`src/rtl/multi_servo_pwm_ramp_assert.svh`:
```
// Assertion macros shared by the servo pulse generator RTL.
`ifndef MULTI_SERVO_PWM_RAMP_ASSERT_SVH
`define MULTI_SERVO_PWM_RAMP_ASSERT_SVH

// The property must hold in the same cycle as the condition.
`define MSR_ASSERT_IMPLY(label, clk, rstn, cond, prop) \
    label: assert property (@(posedge clk) disable iff (!(rstn)) (cond) |-> (prop)) \
        else $error("servo pwm assertion failed");

// The property must hold in the cycle after the condition.
`define MSR_ASSERT_NEXT(label, clk, rstn, cond, prop) \
    label: assert property (@(posedge clk) disable iff (!(rstn)) (cond) |=> (prop)) \
        else $error("servo pwm assertion failed");

`endif

```
`src/rtl/msr_pkg.sv`:
```
// Shared types, constants and helpers of the servo pulse generator.
package msr_pkg;

    localparam logic [11:0] PULSE_MIN_RESET   = 12'd500;
    localparam logic [11:0] PULSE_MAX_RESET   = 12'd2500;
    localparam logic [12:0] SLOT_LENGTH_RESET = 13'd5000;
    localparam logic [7:0]  RAMP_STEP_RESET   = 8'd20;
    localparam logic [13:0] RAMP_MAX_RESET    = 14'd10000;
    localparam logic [11:0] WIDTH_RESET_US    = 12'd1500;

    localparam logic [2:0] CFG_PULSE_MIN   = 3'd0;
    localparam logic [2:0] CFG_PULSE_MAX   = 3'd1;
    localparam logic [2:0] CFG_SLOT_LENGTH = 3'd2;
    localparam logic [2:0] CFG_RAMP_STEP   = 3'd3;
    localparam logic [2:0] CFG_RAMP_MAX    = 3'd4;

    localparam logic CMD_TICK = 1'b0;
    localparam logic CMD_SET  = 1'b1;

    typedef enum logic [5:0] {
        ST_IDLE  = 6'b000001,
        ST_READ  = 6'b000010,
        ST_MUL   = 6'b000100,
        ST_DIV   = 6'b001000,
        ST_FETCH = 6'b010000,
        ST_DONE  = 6'b100000
    } state_t;

    // The minimum is applied first, so the maximum wins when they cross.
    function automatic logic [11:0] clamp_width(input logic [11:0] w,
                                                input logic [11:0] lo,
                                                input logic [11:0] hi);
        logic [11:0] r;
        r = w;
        if (r < lo) r = lo;
        if (r > hi) r = hi;
        return r;
    endfunction

endpackage

```
`src/rtl/msr_ram.sv`:
```
// Generic single-write, single-read RAM with registered read data.
module msr_ram #(
    parameter int WIDTH = 8,
    parameter int DEPTH = 4
) (
    input  logic                                     aclk,
    input  logic                                     wr_en,
    input  logic [((DEPTH > 1) ? $clog2(DEPTH) : 1)-1:0] wr_addr,
    input  logic [WIDTH-1:0]                         wr_data,
    input  logic [((DEPTH > 1) ? $clog2(DEPTH) : 1)-1:0] rd_addr,
    output logic [WIDTH-1:0]                         rd_data
);

    logic [WIDTH-1:0] mem [DEPTH];
    logic [WIDTH-1:0] rd_data_reg;

    always_ff @(posedge aclk) begin
        if (wr_en) begin
            mem[wr_addr] <= wr_data;
        end
        rd_data_reg <= mem[rd_addr];
    end

    assign rd_data = rd_data_reg;

endmodule

```
`src/rtl/msr_div.sv`:
```
// Restoring unsigned divider that retires one quotient bit per cycle.
module msr_div #(
    parameter int DIVIDEND_W = 28,
    parameter int DIVISOR_W  = 14
) (
    input  logic                  aclk,
    input  logic                  aresetn,
    input  logic                  start,
    input  logic [DIVIDEND_W-1:0] dividend,
    input  logic [DIVISOR_W-1:0]  divisor,
    output logic                  done,
    output logic [DIVIDEND_W-1:0] quotient
);

    localparam int CNT_W = $clog2(DIVIDEND_W + 1);

    logic                  busy_reg;
    logic                  done_reg;
    logic [CNT_W-1:0]      cnt_reg;
    logic [DIVISOR_W-1:0]  rem_reg;
    logic [DIVISOR_W-1:0]  rem_next;
    logic [DIVISOR_W-1:0]  div_reg;
    logic [DIVIDEND_W-1:0] quo_reg;
    logic [DIVISOR_W:0]    rem_shift;
    logic [DIVISOR_W:0]    rem_diff;
    logic                  take;

    always_comb begin
        rem_shift = {rem_reg, quo_reg[DIVIDEND_W-1]};
        rem_diff  = rem_shift - {1'b0, div_reg};
        take      = (rem_shift >= {1'b0, div_reg});
        rem_next  = take ? rem_diff[DIVISOR_W-1:0] : rem_shift[DIVISOR_W-1:0];
    end

    always_ff @(posedge aclk) begin
        if (!aresetn) begin
            busy_reg <= 1'b0;
            done_reg <= 1'b0;
            cnt_reg  <= '0;
        end else begin
            done_reg <= 1'b0;
            if (start) begin
                busy_reg <= 1'b1;
                cnt_reg  <= CNT_W'(DIVIDEND_W);
            end else if (busy_reg) begin
                cnt_reg <= cnt_reg - CNT_W'(1);
                if (cnt_reg == CNT_W'(1)) begin
                    busy_reg <= 1'b0;
                    done_reg <= 1'b1;
                end
            end
        end
    end

    always_ff @(posedge aclk) begin
        if (start) begin
            rem_reg <= '0;
            div_reg <= divisor;
            quo_reg <= dividend;
        end else if (busy_reg) begin
            rem_reg <= rem_next;
            quo_reg <= {quo_reg[DIVIDEND_W-2:0], take};
        end
    end

    assign done     = done_reg;
    assign quotient = quo_reg;

endmodule

```
`src/rtl/multi_servo_pwm_ramp.sv`:
```
// Top level of the time-multiplexed servo pulse generator with width ramping.
//
// Channel  Dir  Handshake          Payload
// s_       in   s_valid, s_ready   s_cmd, s_channel, s_target_us, s_ramp_ms
// m_       out  m_valid, m_ready   m_pin_levels, m_active_channel, m_pulse_width_us,
//                                  m_high_phase
// cfg_     in   cfg_wr_en          cfg_index, cfg_wdata
//
// A tick item goes from idle to done directly, or via read or fetch when a phase
// event reads the channel memory. A set item goes to done directly for a channel
// that does not exist, via read when it jumps to the target and via read, multiply
// and divide when it ramps; the divider retires one quotient bit per cycle.
// Reset is synchronous; each channel entry reads as its default until first written.
// While a result waits in the output register the next item is accepted and held
// at its final step until the result is taken.
`include "multi_servo_pwm_ramp_assert.svh"

module multi_servo_pwm_ramp
    import msr_pkg::*;
#(
    parameter int NUM_CHANNELS = 4,
    parameter int FRAC_BITS    = 8
) (
    input  logic        aclk,
    input  logic        aresetn,
    input  logic        cfg_wr_en,
    input  logic [2:0]  cfg_index,
    input  logic [13:0] cfg_wdata,
    input  logic        s_valid,
    output logic        s_ready,
    input  logic        s_cmd,
    input  logic [3:0]  s_channel,
    input  logic [11:0] s_target_us,
    input  logic [13:0] s_ramp_ms,
    output logic        m_valid,
    input  logic        m_ready,
    output logic [3:0]  m_pin_levels,
    output logic [1:0]  m_active_channel,
    output logic [11:0] m_pulse_width_us,
    output logic        m_high_phase
);

    localparam int CH_W = (NUM_CHANNELS > 1) ? $clog2(NUM_CHANNELS) : 1;
    localparam int CW   = 12 + FRAC_BITS;
    localparam int IW   = CW + 1;
    localparam int SW   = CW + 2;
    localparam int PW   = CW + 8;

    typedef struct packed {
        logic [11:0]   target;
        logic [CW-1:0] cur;
        logic [IW-1:0] inc;
    } entry_t;

    localparam int EW = $bits(entry_t);
    localparam entry_t RESET_ENTRY = '{
        target: WIDTH_RESET_US,
        cur:    {WIDTH_RESET_US, {FRAC_BITS{1'b0}}},
        inc:    '0
    };

    state_t            state_reg;
    logic [11:0]       pulse_min_reg;
    logic [11:0]       pulse_max_reg;
    logic [12:0]       slot_len_reg;
    logic [7:0]        ramp_step_reg;
    logic [13:0]       ramp_max_reg;
    logic [CH_W-1:0]   slot_reg;
    logic              high_reg;
    logic [12:0]       ticks_reg;
    logic [11:0]       slot_cur_int_reg;
    logic [NUM_CHANNELS-1:0] valid_reg;
    logic              m_valid_reg;

    logic              op_set_reg;
    logic [CH_W-1:0]   rd_addr_reg;
    logic [11:0]       in_target_reg;
    logic [13:0]       in_ramp_reg;
    logic [11:0]       aim_reg;
    logic [CW-1:0]     cur_reg;
    logic [CW-1:0]     mag_reg;
    logic              neg_reg;
    logic [3:0]        out_pins_reg;
    logic [1:0]        out_chan_reg;
    logic [11:0]       out_width_reg;
    logic              out_high_reg;

    logic [CH_W-1:0]   slot_next;
    logic              chan_ok;
    logic [CH_W-1:0]   ram_raddr;
    logic [EW-1:0]     ram_rdata;
    logic              ram_we;
    entry_t            rd_entry;
    entry_t            wr_entry;

    logic [CW-1:0]     ramp_aimq;
    logic [SW-1:0]     ramp_diff;
    logic [SW-1:0]     ramp_inc_ext;
    logic [SW-1:0]     ramp_sum;
    logic              ramp_snap;
    logic              ramp_zero;
    logic [CW-1:0]     ramp_cur;
    logic [IW-1:0]     ramp_inc;
    logic [11:0]       ramp_w;
    logic [12:0]       ramp_ticks;

    logic [11:0]       low_w;
    logic [12:0]       low_ticks;

    logic [11:0]       set_aim;
    logic [13:0]       set_time;
    logic              set_now;
    logic [CW-1:0]     set_aimq;
    logic [SW-1:0]     set_diff;
    logic [SW-1:0]     set_mag_full;

    logic              div_start;
    logic              div_done;
    logic [PW-1:0]     div_dividend;
    logic [PW-1:0]     div_quotient;
    logic [IW-1:0]     div_q_ext;
    logic [IW-1:0]     div_inc;

    logic [3:0]        slot_ext;
    logic [3:0]        pins_now;

    assign s_ready = (state_reg == ST_IDLE);
    assign chan_ok = ({1'b0, s_channel} < 5'(NUM_CHANNELS));
    assign slot_next = (slot_reg == CH_W'(NUM_CHANNELS - 1)) ? '0 : slot_reg + CH_W'(1);

    always_comb begin
        if (state_reg == ST_IDLE) begin
            if (s_cmd == CMD_SET) begin
                ram_raddr = s_channel[CH_W-1:0];
            end else if (high_reg) begin
                ram_raddr = slot_next;
            end else begin
                ram_raddr = slot_reg;
            end
        end else begin
            ram_raddr = rd_addr_reg;
        end
    end

    msr_ram #(
        .WIDTH(EW),
        .DEPTH(NUM_CHANNELS)
    ) u_ram (
        .aclk    (aclk),
        .wr_en   (ram_we),
        .wr_addr (rd_addr_reg),
        .wr_data (wr_entry),
        .rd_addr (ram_raddr),
        .rd_data (ram_rdata)
    );

    assign rd_entry = valid_reg[rd_addr_reg] ? entry_t'(ram_rdata) : RESET_ENTRY;

    always_comb begin
        ramp_aimq    = {rd_entry.target, {FRAC_BITS{1'b0}}};
        ramp_diff    = {2'b00, ramp_aimq} - {2'b00, rd_entry.cur};
        ramp_inc_ext = {rd_entry.inc[IW-1], rd_entry.inc};
        ramp_sum     = {2'b00, rd_entry.cur} + ramp_inc_ext;
        ramp_zero    = (rd_entry.inc == '0);
        if (!ramp_inc_ext[SW-1]) begin
            ramp_snap = ($signed(ramp_diff) <= $signed(ramp_inc_ext));
        end else begin
            ramp_snap = ($signed(ramp_diff) >= $signed(ramp_inc_ext));
        end
        if (ramp_zero) begin
            ramp_cur = rd_entry.cur;
            ramp_inc = '0;
        end else if (ramp_snap) begin
            ramp_cur = ramp_aimq;
            ramp_inc = '0;
        end else begin
            ramp_cur = ramp_sum[CW-1:0];
            ramp_inc = rd_entry.inc;
        end
        ramp_w     = clamp_width(ramp_cur[CW-1:FRAC_BITS], pulse_min_reg, pulse_max_reg);
        ramp_ticks = (ramp_w == 12'd0) ? 13'd0 : {1'b0, ramp_w} - 13'd1;
    end

    always_comb begin
        low_w = clamp_width(slot_cur_int_reg, pulse_min_reg, pulse_max_reg);
        if (slot_len_reg > {1'b0, low_w}) begin
            low_ticks = slot_len_reg - {1'b0, low_w} - 13'd1;
        end else begin
            low_ticks = 13'd0;
        end
    end

    always_comb begin
        set_aim      = clamp_width(in_target_reg, pulse_min_reg, pulse_max_reg);
        set_time     = (in_ramp_reg > ramp_max_reg) ? ramp_max_reg : in_ramp_reg;
        set_now      = (set_time == 14'd0) || (set_time < {6'b0, ramp_step_reg});
        set_aimq     = {set_aim, {FRAC_BITS{1'b0}}};
        set_diff     = {2'b00, set_aimq} - {2'b00, rd_entry.cur};
        set_mag_full = set_diff[SW-1] ? ('0 - set_diff) : set_diff;
    end

    assign div_start    = (state_reg == ST_MUL);
    assign div_dividend = {8'b0, mag_reg} * {{CW{1'b0}}, ramp_step_reg};

    msr_div #(
        .DIVIDEND_W(PW),
        .DIVISOR_W (14)
    ) u_div (
        .aclk     (aclk),
        .aresetn  (aresetn),
        .start    (div_start),
        .dividend (div_dividend),
        .divisor  (set_time),
        .done     (div_done),
        .quotient (div_quotient)
    );

    assign div_q_ext = {1'b0, div_quotient[CW-1:0]};
    assign div_inc   = neg_reg ? ('0 - div_q_ext) : div_q_ext;

    always_comb begin
        ram_we   = 1'b0;
        wr_entry = rd_entry;
        case (state_reg)
            ST_READ: begin
                if (!op_set_reg) begin
                    ram_we       = 1'b1;
                    wr_entry.cur = ramp_cur;
                    wr_entry.inc = ramp_inc;
                end else if (set_now) begin
                    ram_we          = 1'b1;
                    wr_entry.target = set_aim;
                    wr_entry.cur    = set_aimq;
                    wr_entry.inc    = '0;
                end
            end
            ST_DIV: begin
                if (div_done) begin
                    ram_we          = 1'b1;
                    wr_entry.target = aim_reg;
                    wr_entry.cur    = cur_reg;
                    wr_entry.inc    = div_inc;
                end
            end
            default: begin
            end
        endcase
    end

    always_comb begin
        slot_ext = 4'(slot_reg);
        for (int i = 0; i < 4; i++) begin
            pins_now[i] = high_reg && (slot_ext == 4'(i));
        end
    end

    always_ff @(posedge aclk) begin
        if (!aresetn) begin
            state_reg        <= ST_IDLE;
            pulse_min_reg    <= PULSE_MIN_RESET;
            pulse_max_reg    <= PULSE_MAX_RESET;
            slot_len_reg     <= SLOT_LENGTH_RESET;
            ramp_step_reg    <= RAMP_STEP_RESET;
            ramp_max_reg     <= RAMP_MAX_RESET;
            slot_reg         <= '0;
            high_reg         <= 1'b0;
            ticks_reg        <= '0;
            slot_cur_int_reg <= WIDTH_RESET_US;
            valid_reg        <= '0;
            m_valid_reg      <= 1'b0;
        end else begin
            if (cfg_wr_en) begin
                case (cfg_index)
                    CFG_PULSE_MIN:   pulse_min_reg <= cfg_wdata[11:0];
                    CFG_PULSE_MAX:   pulse_max_reg <= cfg_wdata[11:0];
                    CFG_SLOT_LENGTH: slot_len_reg  <= cfg_wdata[12:0];
                    CFG_RAMP_STEP:   ramp_step_reg <= cfg_wdata[7:0];
                    CFG_RAMP_MAX:    ramp_max_reg  <= cfg_wdata;
                    default: begin
                    end
                endcase
            end

            if (ram_we) begin
                valid_reg[rd_addr_reg] <= 1'b1;
            end

            if (state_reg == ST_DONE && (!m_valid_reg || m_ready)) begin
                m_valid_reg <= 1'b1;
            end else if (m_valid_reg && m_ready) begin
                m_valid_reg <= 1'b0;
            end

            case (state_reg)
                ST_IDLE: begin
                    if (s_valid) begin
                        if (s_cmd == CMD_SET) begin
                            state_reg <= chan_ok ? ST_READ : ST_DONE;
                        end else if (ticks_reg != 13'd0) begin
                            ticks_reg <= ticks_reg - 13'd1;
                            state_reg <= ST_DONE;
                        end else if (!high_reg) begin
                            state_reg <= ST_READ;
                        end else begin
                            high_reg  <= 1'b0;
                            slot_reg  <= slot_next;
                            ticks_reg <= low_ticks;
                            state_reg <= ST_FETCH;
                        end
                    end
                end
                ST_READ: begin
                    if (op_set_reg) begin
                        if (set_now) begin
                            if (rd_addr_reg == slot_reg) begin
                                slot_cur_int_reg <= set_aim;
                            end
                            state_reg <= ST_DONE;
                        end else begin
                            state_reg <= ST_MUL;
                        end
                    end else begin
                        high_reg         <= 1'b1;
                        ticks_reg        <= ramp_ticks;
                        slot_cur_int_reg <= ramp_cur[CW-1:FRAC_BITS];
                        state_reg        <= ST_DONE;
                    end
                end
                ST_MUL: begin
                    state_reg <= ST_DIV;
                end
                ST_DIV: begin
                    if (div_done) begin
                        state_reg <= ST_DONE;
                    end
                end
                ST_FETCH: begin
                    slot_cur_int_reg <= rd_entry.cur[CW-1:FRAC_BITS];
                    state_reg        <= ST_DONE;
                end
                ST_DONE: begin
                    if (!m_valid_reg || m_ready) begin
                        state_reg <= ST_IDLE;
                    end
                end
                default: begin
                    state_reg <= ST_IDLE;
                end
            endcase
        end
    end

    always_ff @(posedge aclk) begin
        if (state_reg == ST_IDLE && s_valid) begin
            op_set_reg    <= (s_cmd == CMD_SET);
            rd_addr_reg   <= ram_raddr;
            in_target_reg <= s_target_us;
            in_ramp_reg   <= s_ramp_ms;
        end
        if (state_reg == ST_READ) begin
            aim_reg <= set_aim;
            cur_reg <= rd_entry.cur;
            mag_reg <= set_mag_full[CW-1:0];
            neg_reg <= set_diff[SW-1];
        end
        if (state_reg == ST_DONE && (!m_valid_reg || m_ready)) begin
            out_pins_reg  <= pins_now;
            out_chan_reg  <= slot_ext[1:0];
            out_width_reg <= low_w;
            out_high_reg  <= high_reg;
        end
    end

    assign m_valid          = m_valid_reg;
    assign m_pin_levels     = out_pins_reg;
    assign m_active_channel = out_chan_reg;
    assign m_pulse_width_us = out_width_reg;
    assign m_high_phase     = out_high_reg;

    `MSR_ASSERT_IMPLY(a_div_done_in_div, aclk, aresetn, div_done, state_reg == ST_DIV)
    `MSR_ASSERT_IMPLY(a_write_in_rmw, aclk, aresetn, ram_we, state_reg == ST_READ || state_reg == ST_DIV)
    `MSR_ASSERT_NEXT(a_tick_counts_down, aclk, aresetn, s_valid && s_ready && s_cmd == CMD_TICK && ticks_reg != 13'd0, ticks_reg == $past(ticks_reg) - 13'd1)
    `MSR_ASSERT_NEXT(a_done_posts_result, aclk, aresetn, state_reg == ST_DONE && (!m_valid_reg || m_ready), m_valid_reg && state_reg == ST_IDLE)

endmodule

```
`config.mk`:
```
export PLATFORM = sky130hd
export DESIGN_NAME = multi_servo_pwm_ramp
export DESIGN_NICKNAME = d
export VERILOG_FILES = /design/src/rtl/msr_pkg.sv /design/src/rtl/msr_ram.sv /design/src/rtl/msr_div.sv /design/src/rtl/multi_servo_pwm_ramp.sv
export VERILOG_INCLUDE_DIRS = /design/src /design/src/rtl
export SDC_FILE = /design/constraint.sdc
export NUM_CORES = 2
export LEC_CHECK = 0
export ABC_AREA = 1
export BUFFER_PORTS_ARGS = -buffer_cell sky130_fd_sc_hd__buf_2
export CAP_MARGIN = 5
export CORE_ASPECT_RATIO = 0.7
export CORE_MARGIN = 1.5
export CORE_UTILIZATION = 49
export DETAILED_ROUTE_END_ITERATION = 8
export PLACE_DENSITY_LB_ADDON = 0.08
export SYNTH_ARGS = -nofsm -noshare
export SYNTH_HDL_FRONTEND = slang
export SYNTH_SLANG_ARGS = --single-unit
```
`constraint.sdc`:
```
create_clock -name aclk -period 21.6 [get_ports aclk]
set_input_delay 3.24 -clock aclk [delete_from_list [all_inputs] [get_ports aclk]]
set_output_delay 3.24 -clock aclk [all_outputs]
set_load 0.01 [all_outputs]
```
==> reports/metrics.yaml <==
critical_path:
  worstPathRequired_ns: 22.16
  rr_endpoint: "ticks_reg[10]"
  setup.worst_path.start_class: "flop"
  critical_path.max_stage_delay_ns: 0.58
  r2r_slack_ns: 11.21
  r2r_cells: 62
  critPathCaptureType: "flop"
  rr_startpoint: "rd_addr_reg[0]"
  arrival_ns: 10.95
  crit_fanout: 47
  cpMostUsedCell: "nand2_1"
  crit_slowest_cell: "buf_4"
  crit_type: "reg -> reg"
pwr:
  pwr-share-clk_pct: 28.7
  switching_share_pct: 37.5
  power_density_nw_per_um2: 89.6
  p_comb_share_pct: 33.0
  leakage_nw: 16.4
  p_sw_mw: 1.24
  ir_drop_uv: 73.1
  p_int_mw: 2.07
  power_frac_seq_pct: 38.2
synth:
  synth_fa_ha_area_share_pct: 14.9
  synth-main-ff-cell: "edfxtp_1"
  synth-simple-area-share_pct: 19.0
  post_synth_xor_area_fraction_pct: 2.46
  yosys-top-cells-count: "nand2_1 (853), inv_1 (542), nor2_1 (389)"
  ys_seq_area_share_pct: 41.3
  synth_mux_area_share_pct: 0
  ys_seq_elements: 526
  netlist_area_sq_um: 34100
  synth_compound_area_share_pct: 14.0
  async_flop_share_pct: 0
  ys.warnings.count: 0
  yosysTopAreaCell: "edfxtp_1"
  synth_top_area_share_pct: 31.2
  synth.most_common_cell: "nand2_1"
  synthTopCellsByArea: "edfxtp_1 (31%), dfxtp_1 (10%), nand2_1 (9.4%)"
  syn_nets: 4437
  synth_edf_count: 354
  syn_inst: 4045
  syn_area_per_cell_sq_um: 8.43
  yosysUniqueCellTypes: 72
  synth_top_family_by_area: "simple AND/OR/NAND/NOR gates"
place:
  io_buffers: 73
  place_congestion: 0.990
  place_hpwl_um: 75200
hold_path:
  hold_end: "valid_reg[0]"
  holdPathStages: 2
  holdCritPathClass: "reg -> reg"
  min_from: "valid_reg[0]"
detailed_routing:
  routed_wl_um: 102000
  initialDrtViolationCount: 3047
  drcViolationCount: 0
  ant_nets: 0
  vias_per_cell: 5.63
  vias: 28200
  routedWlPerCell_um: 20.4
  drt_first_pass_iters: 9
grt:
  grt_usage_pct: 28.7
  grt_max_degree: 91
  antenna_found_initial: 1
  grt_pass1_vias: 25700
  grt_overflow: 0
  grt_pass1_wl_um: 157000
clock_tree:
  tritoncts: "built"
  cts_max_path_buffers: 3
  cts_resized: 0
  htreeDepth: 2
  cts_setup_buffers: 0
  tritoncts.num_buffers: 53
  hold_buffers: 0
  clkSinkCount: 526
  clockRootBuffer: "clkbuf_16"
  clk_latency_ns: 0.64
  path_clk_slew_ns: 0.06
floorplan:
  die_width_um: 318
  rows: 80
  ios: 74
  initial_core_util_pct: 49.8
  coreArea_sq_um: 68500
  dieArea_sq_um: 71200
  die_y_um: 224
final_layout:
  nets: 4448
  largest_reg_flops: 212
  regArea_sq_um: 14100
  area_growth_pct: 8.48
  multi_input_area_sq_um: 17200
  final_util_pct: 54.0
  drive_gt1_share_pct: 7.76
  fillers: 6440
  antennaDiodeCount: 0
timing:
  period_share_pct: 48.1
  hold_viol_final: 0
  slew_violations: 0
  rsz0062_at_grt: "false"
  tightest_slew_ns: 1.27
  fin_crit_ns: 10.39
  slew_headroom_pct: 15.1
  fin_skew_ns: 0.0207
  setup_tns_ns: 0
  max_clock_freq_mhz: 96.3
  setup_violations: 0
flow_run:
  max-cap-violations: 0
status:
  status: "completed"
==> how the worst max path moves through the flow <==
stage / from / to / cells past startpoint
after floorplan: rd_addr_reg[0] / ticks_reg[10] / 64
after global placement: rd_addr_reg[0] / ticks_reg[10] / 62
after detailed placement: rd_addr_reg[0] / ticks_reg[10] / 62
after CTS: rd_addr_reg[0] / ticks_reg[10] / 62
after global routing: rd_addr_reg[0] / ticks_reg[10] / 62
final: rd_addr_reg[0] / ticks_reg[10] / 62
==> logic make-up after synthesis <==
| logic type | Yosys count |
|---|---|
| simple gates | 1532 |
| compound gates | 832 |
| buf+inv | 721 |
| flops | 526 |
| fa+ha+maj | 339 |
| xor+xnor | 95 |
==> power by group through the flow <==
stage          combinational (mW)  sequential [mW]  clock [mW]
3_3_place_gp                 1.07             1.29           0
3_5_place_dp                 1.08             1.28           0
4_1_cts                      1.08             1.26       0.968
5_1_grt                      1.23             1.27        1.01
2_1_floorplan               0.805             1.24           0
6_report                     1.09             1.27       0.952
==> metrics by stage <==
stage	instances	power (mW)	worst slack [ns]	area, sq um	hold slack (ns)
finish	5002	3.31	11.21	37000	0.451
global route	5002	3.50	10.15	37000	0.491
CTS	5002	3.32	11.46	37000	0.450
detailed placement	4903	2.36	11.51	35200	0.440
global placement	4903	2.36	11.76	35200	0.445
floorplan	4045	2.05	12.80	34100	0.428
==> routing by layer <==
metal / vias up / track usage [%] / share of wire [%]
met2: 1206 / 39.6 / 40
met4: 2 / 5.66 / 1.7
met1: 13300 / 45.2 / 49
met3: 130 / 6.51 / 10
li1: 13500 / - / -
met5: - / 0 / 0.013
==> critical path: cells and delay by family, from the launching register on <==
| kind | cells | cell delay [ns] |
|---|---|---|
| adders and majority gates | 5 | 1.40 |
| and+or+nand+nor | 37 | 4.26 |
| DFF | 1 | 0.49 |
| buffers and inverters | 9 | 2.61 |
| xor gates and xnor gates | 1 | 0.09 |
| AOI/OAI and AO/OA | 10 | 1.42 |
==> layout make-up <==
| type | instances | share of cell area (%) |
|---|---|---|
| Tap cell | 902 | 3.05 |
| Clock inverter | 31 | 0.897 |
| Inverter | 564 | 5.74 |
| Clock buffer | 68 | 3.90 |
| Multi-Input combinational cell | 2798 | 46.5 |
| Sequential cell | 526 | 38.1 |
| Timing Repair Buffer | 113 | 1.80 |
==> layout by cell type, fill, tap and decap left out, types with 53 or more instances in the layout <==
cell       netlist  layout
a21oi_1        266     266
buf_2            6      73
clkbuf_16        0      54
dfxtp_1        172     172
edfxtp_1       354     354
fa_1           111     111
ha_1           228     228
inv_1          542     537
nand2_1        853     852
nand3_1        118     118
nor2_1         389     387
o21ai_0        346     346
o32ai_1         53      53
xor2_1          55      55
No activity file was read; power rests on OpenSTA's default activity.
